$ cat src/rtl/dsfp_pkg.sv
// Package for the dollar-sentence field parser: sizes, character codes, sentence kinds,
// the result structure and the keyword match function.
// Used by dsfp_parse and the top level; has no dependencies.
package dsfp_pkg;

    localparam int TERM_CAPACITY = 32;
    localparam int FILL_W        = $clog2(TERM_CAPACITY);

    localparam logic [7:0] CH_DOLLAR = 8'h24;
    localparam logic [7:0] CH_COMMA  = 8'h2C;
    localparam logic [7:0] CH_STAR   = 8'h2A;
    localparam logic [7:0] CH_CR     = 8'h0D;
    localparam logic [7:0] CH_LF     = 8'h0A;
    localparam logic [7:0] CH_MINUS  = 8'h2D;
    localparam logic [7:0] CH_ZERO   = 8'h30;

    localparam logic [3:0] KIND_NONE = 4'd0;
    localparam logic [3:0] KIND_LOC  = 4'd1;
    localparam logic [3:0] KIND_HRM  = 4'd2;
    localparam logic [3:0] KIND_CAD  = 4'd3;
    localparam logic [3:0] KIND_ANCS = 4'd4;
    localparam logic [3:0] KIND_DWN  = 4'd5;
    localparam logic [3:0] KIND_BTN  = 4'd6;
    localparam logic [3:0] KIND_DBG  = 4'd7;
    localparam logic [3:0] KIND_QRY  = 4'd8;

    localparam logic [1:0] DBG_TYPE_ZERO  = 2'd0;
    localparam logic [1:0] DBG_TYPE_ONE   = 2'd1;
    localparam logic [1:0] DBG_TYPE_OTHER = 2'd2;

    // Keyword text, first character in the lowest byte.
    localparam logic [31:0] KEY_TEXT [8] = '{
        32'h00434F4C, 32'h004D5248, 32'h00444143, 32'h53434E41,
        32'h004E5744, 32'h004E5442, 32'h00474244, 32'h00595251
    };
    localparam logic [2:0] KEY_LEN [8] = '{3'd3, 3'd3, 3'd3, 3'd4, 3'd3, 3'd3, 3'd3, 3'd3};

    typedef struct packed {
        logic [31:0] field_value;
        logic [3:0]  term_index;
        logic [3:0]  sentence_kind;
        logic        field_valid;
        logic [3:0]  completed_kind;
    } t_result;

    // The first keyword that has the stored term as a prefix wins.
    function automatic logic [3:0] match_kind(input logic [FILL_W-1:0] fill,
                                              input logic [31:0] head);
        logic [3:0] kind;
        logic       ok;
        kind = KIND_NONE;
        for (int k = 7; k >= 0; k--) begin
            ok = ({{(32-FILL_W){1'b0}}, fill} <= 32'(KEY_LEN[k]));
            for (int i = 0; i < 4; i++) begin
                if (i < int'(fill) && head[8*i +: 8] != KEY_TEXT[k][8*i +: 8]) begin
                    ok = 1'b0;
                end
            end
            if (ok) begin
                kind = 4'(k + 1);
            end
        end
        return kind;
    endfunction

endpackage

$ cat src/rtl/dsfp_in_stage.sv
// Input register of the dollar-sentence field parser: holds one character beat.
// Does not use dsfp_pkg; no submodules.
module dsfp_in_stage (
    input  logic       i_clk,
    input  logic       i_rst_n,
    input  logic       i_s_tvalid,
    output logic       o_s_tready,
    input  logic [7:0] i_s_tdata,
    input  logic       i_advance,
    output logic       o_valid,
    output logic [7:0] o_char
);
    logic       r_valid;
    logic [7:0] r_char;

    assign o_s_tready = !r_valid || i_advance;
    assign o_valid    = r_valid;
    assign o_char     = r_char;

    always_ff @(posedge i_clk) begin
        if (!i_rst_n) begin
            r_valid <= 1'b0;
        end else if (o_s_tready) begin
            r_valid <= i_s_tvalid;
        end
    end

    always_ff @(posedge i_clk) begin
        if (o_s_tready && i_s_tvalid) begin
            r_char <= i_s_tdata;
        end
    end

endmodule

$ cat src/rtl/dsfp_parse.sv
// Sentence state and single-pass parse logic of the dollar-sentence field parser.
// Depends on dsfp_pkg; the state advances on each character step.
module dsfp_parse (
    input  logic                i_clk,
    input  logic                i_rst_n,
    input  logic                i_step,
    input  logic [7:0]          i_char,
    output dsfp_pkg::t_result   o_res
);
    import dsfp_pkg::*;

    logic              r_active, n_active;
    logic [3:0]        r_kind, n_kind;
    logic [3:0]        r_term, n_term;
    logic [FILL_W-1:0] r_fill, n_fill;
    logic [31:0]       r_head, n_head;
    logic [31:0]       r_accum, n_accum;
    logic              r_minus, n_minus;
    logic              r_ended, n_ended;
    logic              r_notice_zero, n_notice_zero;
    logic [1:0]        r_dbg_type, n_dbg_type;

    logic              is_term;
    logic              room;
    logic [31:0]       val_u;
    logic [31:0]       val_s;
    logic [7:0]        digit;
    t_result           res;

    assign is_term = (i_char == CH_COMMA) || (i_char == CH_CR) ||
                     (i_char == CH_LF) || (i_char == CH_STAR);
    assign room    = r_fill < FILL_W'(TERM_CAPACITY - 1);
    assign val_u   = r_minus ? 32'd0 : r_accum;
    assign val_s   = r_minus ? (32'd0 - r_accum) : r_accum;
    assign digit   = i_char - CH_ZERO;

    always_comb begin
        n_active      = r_active;
        n_kind        = r_kind;
        n_term        = r_term;
        n_fill        = r_fill;
        n_head        = r_head;
        n_accum       = r_accum;
        n_minus       = r_minus;
        n_ended       = r_ended;
        n_notice_zero = r_notice_zero;
        n_dbg_type    = r_dbg_type;
        res           = '0;

        if (is_term) begin
            if (r_active) begin
                res.term_index = r_term;
                if (room) begin
                    if (r_term == 4'd0) begin
                        n_kind = match_kind(r_fill, r_head);
                    end else if (r_kind != KIND_NONE && r_fill != '0) begin
                        case (r_kind)
                            KIND_LOC: begin
                                if (r_term == 4'd1) begin
                                    res.field_valid = 1'b1;
                                    res.field_value = val_u;
                                end else if (r_term >= 4'd2 && r_term <= 4'd5) begin
                                    res.field_valid = 1'b1;
                                    res.field_value = val_s;
                                    if (r_term == 4'd5) begin
                                        res.completed_kind = KIND_LOC;
                                    end
                                end
                            end
                            KIND_HRM, KIND_CAD: begin
                                if (r_term == 4'd1 || r_term == 4'd2) begin
                                    res.field_valid = 1'b1;
                                    res.field_value = val_u;
                                    if (r_term == 4'd2) begin
                                        res.completed_kind = r_kind;
                                    end
                                end
                            end
                            KIND_ANCS: begin
                                if (r_term == 4'd1) begin
                                    res.field_valid = 1'b1;
                                    res.field_value = val_u;
                                    n_notice_zero   = (val_u == 32'd0);
                                end else if ((r_term == 4'd2 && r_notice_zero) ||
                                             r_term == 4'd3) begin
                                    res.completed_kind = KIND_ANCS;
                                end
                            end
                            KIND_DWN: begin
                                if (r_term == 4'd1) begin
                                    res.field_valid    = 1'b1;
                                    res.field_value    = val_u;
                                    res.completed_kind = KIND_DWN;
                                end
                            end
                            KIND_BTN: begin
                                if (r_term == 4'd1) begin
                                    res.field_valid    = 1'b1;
                                    res.field_value    = val_u + 32'd1;
                                    res.completed_kind = KIND_BTN;
                                end
                            end
                            KIND_DBG: begin
                                if (r_term >= 4'd1 && r_term <= 4'd3) begin
                                    res.field_valid = 1'b1;
                                    res.field_value = val_u;
                                end
                                if (r_term == 4'd1) begin
                                    n_dbg_type = (val_u == 32'd0) ? DBG_TYPE_ZERO :
                                                 (val_u == 32'd1) ? DBG_TYPE_ONE :
                                                 DBG_TYPE_OTHER;
                                end
                                if ((r_term == 4'd3 && r_dbg_type == DBG_TYPE_ZERO) ||
                                    (r_term == 4'd4 && r_dbg_type == DBG_TYPE_ONE)) begin
                                    res.completed_kind = KIND_DBG;
                                end
                            end
                            KIND_QRY: begin
                                if (r_term == 4'd1) begin
                                    res.field_valid = 1'b1;
                                    res.field_value = val_u;
                                end else if (r_term == 4'd2) begin
                                    res.completed_kind = KIND_QRY;
                                end
                            end
                            default: begin
                            end
                        endcase
                    end
                end
                if (r_term != 4'd15) begin
                    n_term = r_term + 4'd1;
                end
            end
            n_fill  = '0;
            n_head  = '0;
            n_accum = '0;
            n_minus = 1'b0;
            n_ended = 1'b0;
            if (res.completed_kind != KIND_NONE) begin
                n_active = 1'b0;
            end
        end else if (i_char == CH_DOLLAR) begin
            n_fill   = '0;
            n_head   = '0;
            n_accum  = '0;
            n_minus  = 1'b0;
            n_ended  = 1'b0;
            n_term   = 4'd0;
            n_active = 1'b1;
            n_kind   = KIND_NONE;
        end else if (r_active && room) begin
            if (r_fill < FILL_W'(4)) begin
                n_head[{r_fill[1:0], 3'b000} +: 8] = i_char;
            end
            if (r_fill == '0 && i_char == CH_MINUS) begin
                n_minus = 1'b1;
            end else if (!r_ended && (i_char inside {[8'h30:8'h39]})) begin
                n_accum = (r_accum << 3) + (r_accum << 1) + {24'd0, digit};
            end else begin
                n_ended = 1'b1;
            end
            n_fill = r_fill + FILL_W'(1);
        end

        res.sentence_kind = n_kind;
    end

    assign o_res = res;

    always_ff @(posedge i_clk) begin
        if (!i_rst_n) begin
            r_active      <= 1'b0;
            r_kind        <= KIND_NONE;
            r_term        <= 4'd0;
            r_fill        <= '0;
            r_head        <= '0;
            r_accum       <= '0;
            r_minus       <= 1'b0;
            r_ended       <= 1'b0;
            r_notice_zero <= 1'b1;
            r_dbg_type    <= DBG_TYPE_ZERO;
        end else if (i_step) begin
            r_active      <= n_active;
            r_kind        <= n_kind;
            r_term        <= n_term;
            r_fill        <= n_fill;
            r_head        <= n_head;
            r_accum       <= n_accum;
            r_minus       <= n_minus;
            r_ended       <= n_ended;
            r_notice_zero <= n_notice_zero;
            r_dbg_type    <= n_dbg_type;
        end
    end

`ifndef NO_ASSERTIONS
    a_done_kind: assert property (@(posedge i_clk) disable iff (!i_rst_n)
        (i_step && res.completed_kind != KIND_NONE) |->
        (res.sentence_kind == res.completed_kind))
        else $error("completed kind differs from sentence kind");
    a_done_idle: assert property (@(posedge i_clk) disable iff (!i_rst_n)
        (i_step && res.completed_kind != KIND_NONE) |=> !r_active)
        else $error("parser still active after a completed sentence");
    a_value_zero: assert property (@(posedge i_clk) disable iff (!i_rst_n)
        (i_step && !res.field_valid) |-> (res.field_value == 32'd0))
        else $error("value reported without a valid field");
    a_field_term: assert property (@(posedge i_clk) disable iff (!i_rst_n)
        (i_step && res.field_valid) |-> (res.term_index != 4'd0 && r_kind != KIND_NONE))
        else $error("field reported for the kind term or an unknown sentence");
`endif

endmodule

$ cat src/rtl/dollar_sentence_field_parser.sv
// Top level of the dollar-sentence field parser: input register, parse stage, result register.
// Depends on dsfp_pkg, dsfp_in_stage and dsfp_parse.
//
// The parser takes one character beat per clock and gives exactly one result beat for each
// character, in order. A character passes the input register, is parsed against the sentence
// state combinationally and lands in the result register, from which it is presented as a result beat;
// the sustained rate is one character per cycle whenever the result side is taking beats.
// Sentences start with '$', terms end at ',', '*', CR or LF, the first term selects the
// sentence kind, and numeric terms are reported as 32-bit values.
module dollar_sentence_field_parser (
    input  logic        i_clk,
    input  logic        i_rst_n,
    input  logic        s_axis_tvalid,
    output logic        s_axis_tready,
    input  logic [7:0]  s_axis_tdata,  // [7:0] char_in
    output logic        m_axis_tvalid,
    input  logic        m_axis_tready,
    // [3:0] completed_kind, [4] field_valid, [8:5] sentence_kind, [12:9] term_index,
    // [44:13] field_value, [47:45] zero
    output logic [47:0] m_axis_tdata
);
    import dsfp_pkg::*;

    logic    advance;
    logic    in_valid;
    logic    step;
    logic [7:0] in_char;
    t_result parse_res;
    t_result r_res;
    logic    r_out_valid;

    assign advance = !r_out_valid || m_axis_tready;
    assign step    = in_valid && advance;

    dsfp_in_stage u_in_stage (
        .i_clk      (i_clk),
        .i_rst_n    (i_rst_n),
        .i_s_tvalid (s_axis_tvalid),
        .o_s_tready (s_axis_tready),
        .i_s_tdata  (s_axis_tdata),
        .i_advance  (advance),
        .o_valid    (in_valid),
        .o_char     (in_char)
    );

    dsfp_parse u_parse (
        .i_clk   (i_clk),
        .i_rst_n (i_rst_n),
        .i_step  (step),
        .i_char  (in_char),
        .o_res   (parse_res)
    );

    always_ff @(posedge i_clk) begin
        if (!i_rst_n) begin
            r_out_valid <= 1'b0;
        end else if (advance) begin
            r_out_valid <= in_valid;
        end
    end

    always_ff @(posedge i_clk) begin
        if (step) begin
            r_res <= parse_res;
        end
    end

    assign m_axis_tvalid = r_out_valid;
    assign m_axis_tdata  = {3'b000, r_res};

endmodule
$ cat config.mk
export PLATFORM = sky130hd
export DESIGN_NAME = dollar_sentence_field_parser
export DESIGN_NICKNAME = d
export VERILOG_FILES = /design/src/rtl/dsfp_pkg.sv /design/src/rtl/dsfp_in_stage.sv /design/src/rtl/dsfp_parse.sv /design/src/rtl/dollar_sentence_field_parser.sv
export SDC_FILE = /design/constraint.sdc
export NUM_CORES = 1
export LEC_CHECK = 0
export BUFFER_PORTS_ARGS = -buffer_cell sky130_fd_sc_hd__clkbuf_2
export CORE_ASPECT_RATIO = 0.8
export CORE_MARGIN = 2
export CORE_UTILIZATION = 38
export CTS_CLUSTER_DIAMETER = 50
export DETAILED_ROUTE_END_ITERATION = 8
export PLACE_DENSITY_LB_ADDON = 0.2
export SKIP_CTS_REPAIR_TIMING = 1
export SLEW_MARGIN = 10
export SYNTH_ARGS = -nofsm -noshare
export SYNTH_HDL_FRONTEND = slang
export SYNTH_SLANG_ARGS = --single-unit
$ cat constraint.sdc
create_clock -name i_clk -period 7.2 [get_ports i_clk]
set_clock_uncertainty 0.05 [all_clocks]
set_input_delay 0.72 -clock i_clk [delete_from_list [all_inputs] [get_ports i_clk]]
set_output_delay 0.72 -clock i_clk [all_outputs]
set_load 0.02 [all_outputs]
==> results.toml <==
[synthesis]
synth-seq-area-share_pct = 32.35
synth.ff_latch_count = 138
yosys_warnings = 0
synth_edf_count = 53
syn_area_um2 = 10180
avgSynthCellArea_um2 = 8.309
synthCells = 1225
async_reset_ff_share_pct = 0
synth.distinct_cells = 82
synth_ff_type = "dfxtp_1"

[route]
vias = 9065
drc = 0
routed_wl_um = 27380
drt-wirelength-per-cell_um = 16.96
drtIter0Drc = 859
dr.pass1.iters = 6
postRouteAntennaNets = 0
via_per_inst = 5.616

[global_routing]
grt_pass1_vias = 8221
grt_util_met3_pct = 3.706
track_usage_pct = 19.72
grt_overflow = 0
grt_pass1_wl_um = 44580
use_met1_pct = 30.67
busiest_layer = "met1"
antenna_found_initial = 0
grtUsageMet2_pct = 27.43
grt_max_degree = 70

[cts]
tritoncts = "yes"
clk_pin_slew_ns = 0.07
cts_buffers = 17
clockBufferDepth = 2
cts_sinks = 138
htree_num_levels = 4
clock_latency_ns = 0.43
clockRootBuffer = "clkbuf_16"

[run]
drv_cap = 0

[worst_setup_path]
path_max_fanout = 8
arrival_ns = 4.24
required_ns = 7.46
end_kind = "flop"
setup.worst_path.class = "flop to flop"
start_kind = "flop"

[floorplan]
num_rows = 53
core_um2 = 26330
initial_core_util_pct = 38.66
design.die.area_um2 = 28120
die_w_um = 187.0
chipHeight_um = 150.4
ios = 62

[cells_and_area]
syn_to_final_growth_pct = 10.65
diodes = 0
finish.utilization_pct = 42.78
num-nets-final = 1332
fillers = 2660
drive_above_1_share_pct = 10.82

[placed_design]
io_buffer_count = 58
gp_congestion = 0.8918
hpwl_um = 19730

[run_status]
status = "complete, no violations"

[sta]
period_minus_slack_ns = 3.984
min_period_over_period_pct = 55.33
drv_slew = 0
setup_tns_ns = 0
worst_pin_slew_ns = 1.079
hold_viol = 0
finalSetupViolations = 0
rsz0062_at_grt = "no"
relSlewSlack_pct = 27.86
fmax_mhz = 251.0

[power]
powerDensity_nw_per_um2 = 158.3
ir_drop_uv = 175.5
power.leakage_nw = 4.277

[hold_path]
min_path_type = "input pin to flop"
critical path: stages, from the launching register on:
cell and delay, ns:
edfxtp_1 0.55, ha_1 0.30, xor2_1 0.16, fa_1 0.55, inv_1 0.04, ha_1 0.33
o21a_1 0.21, o211ai_1 0.15, o22ai_1 0.11, o221ai_1 0.31, a32oi_1 0.29, a221o_1 0.41
a21oi_1 0.19, xnor2_1 0.13, o21ai_0 0.08
placed cells by master, fill, tap and decap left out, drive strengths merged, types with 5 or more instances in the layout:
cell type / count
inv: 44
o21bai: 6
dfxtp: 85
edfxtp: 53
nor3: 42
nand2b: 14
or3: 12
nand4: 13
a32oi: 7
o31ai: 8
nand3: 35
nor2: 91
a211oi: 11
nor2b: 73
o21ai: 92
and2: 19
fa: 6
clkinv: 6
and3: 24
xnor2: 36
or2: 7
o21a: 6
a22oi: 58
buf: 9
nand4b: 7
clkbuf: 78
nor3b: 9
a21o: 17
nor4b: 7
xor2: 21
nand2: 104
a21oi: 92
a21boi: 5
or4: 9
nor4: 12
a31oi: 14
ha: 70
nand3b: 5
stage by stage:
stage	hold slack, ns	instance area (µm²)	total power [mW]	setup slack [ns]	cells
after floorplan	0.3878	10190	0.9039	3.337	1227
after global placement	0.4164	10680	0.9308	3.285	1582
final	0.4082	11260	1.782	3.216	1614
after detailed placement	0.4205	10680	0.9304	3.225	1582
after CTS	0.4005	11260	1.799	3.227	1614
after global routing	0.3986	11260	1.839	2.911	1614
where the power goes:
part	internal, mW	leakage, nW	total (mW)	switching (mW)
clock	0.507	0.280	0.869	0.362
combinational	0.0248	2.83	0.0754	0.0505
sequential	0.825	1.16	0.838	0.0124
flip-flops by register name, summed over array words and instances (netlist names), 2 cells and up:
signal / count
m_axis_tdata: 45
u_parse.r_accum: 32
u_parse.r_head: 32
u_in_stage.o_char: 8
u_parse.r_fill: 5
u_parse.r_kind: 4
u_parse.r_term: 4
u_parse.r_dbg_type: 2
synthesized netlist by cell type (5+ instances only):
library cell,count,area [µm²]
o21a_1,6,45.04
nor2b_1,72,450.4
buf_2,10,50.05
or4_1,6,45.04
nand2_1,103,386.6
buf_4,6,45.04
nor3_1,37,185.2
nand2b_1,14,87.58
nor2_1,91,341.6
o31ai_1,7,52.55
or3_1,9,56.30
nand3_1,35,175.2
nand4b_1,7,61.31
nor4b_1,6,52.55
and3_1,23,143.9
xor2_1,21,183.9
dfxtp_1,85,1702
a31oi_1,14,87.58
clkbuf_1,42,157.7
a32oi_1,7,61.31
nand3b_1,5,37.54
and2_1,18,112.6
nand4_1,13,81.33
xnor2_1,36,315.3
o21ai_0,81,405.4
a21o_1,17,127.6
fa_1,6,120.1
nor4_1,12,75.07
nor3b_1,8,60.06
a21oi_1,88,440.4
edfxtp_1,53,1592
o21bai_1,6,45.04
ha_1,70,875.8
inv_1,41,153.9
a211oi_1,11,82.58
a22oi_1,58,435.4
buf_1,8,30.03
or2_2,7,43.79
o21ai_1,6,30.03
per-layer routing:
| layer | share of wire [%] | vias to the layer above |
|---|---|---|
| met5 | 0 | - |
| met4 | 1.1 | 0 |
| met3 | 5.8 | 22 |
| met2 | 40 | 270 |
| met1 | 53 | 4256 |
| li1 | - | 4517 |
layout make-up:
type / instances / area [µm²] / area share, %
clock buffer: 20 / 467.9 / 4.155
clock inverter: 12 / 111.4 / 0.9888
inverter: 41 / 153.9 / 1.367
multi-input combinational: 979 / 6431 / 57.10
sequential: 138 / 3293 / 29.24
tap: 357 / 446.7 / 3.966
timing repair buffer: 67 / 357.8 / 3.177
cell families after synthesis:
kind of cell               share of synthesized area [%]
AOI/OAI and AO/OA                                  22.00
xor gates and xnor gates                           4.905
adders and majority gates                          9.785
buffers and inverters                              4.560
DFF                                                32.35
muxes                                            0.09834
other                                            0.03684
and+or+nand+nor                                    26.26
path summary, 6_finish.rpt:
kind	start	endpoint	slack [ns]	cells after the start
setup / recovery	u_in_stage.o_char[4]	u_parse.r_accum[31]	3.22	14
hold / removal	s_axis_tdata[6]	u_in_stage.o_char[6]	0.41	1
setup reg to reg	u_in_stage.o_char[4]	u_parse.r_accum[31]	3.22	14
hold reg to reg	u_parse.r_dbg_type[0]	u_parse.r_dbg_type[0]	0.43	2
No activity file was read; power rests on OpenSTA's default activity.
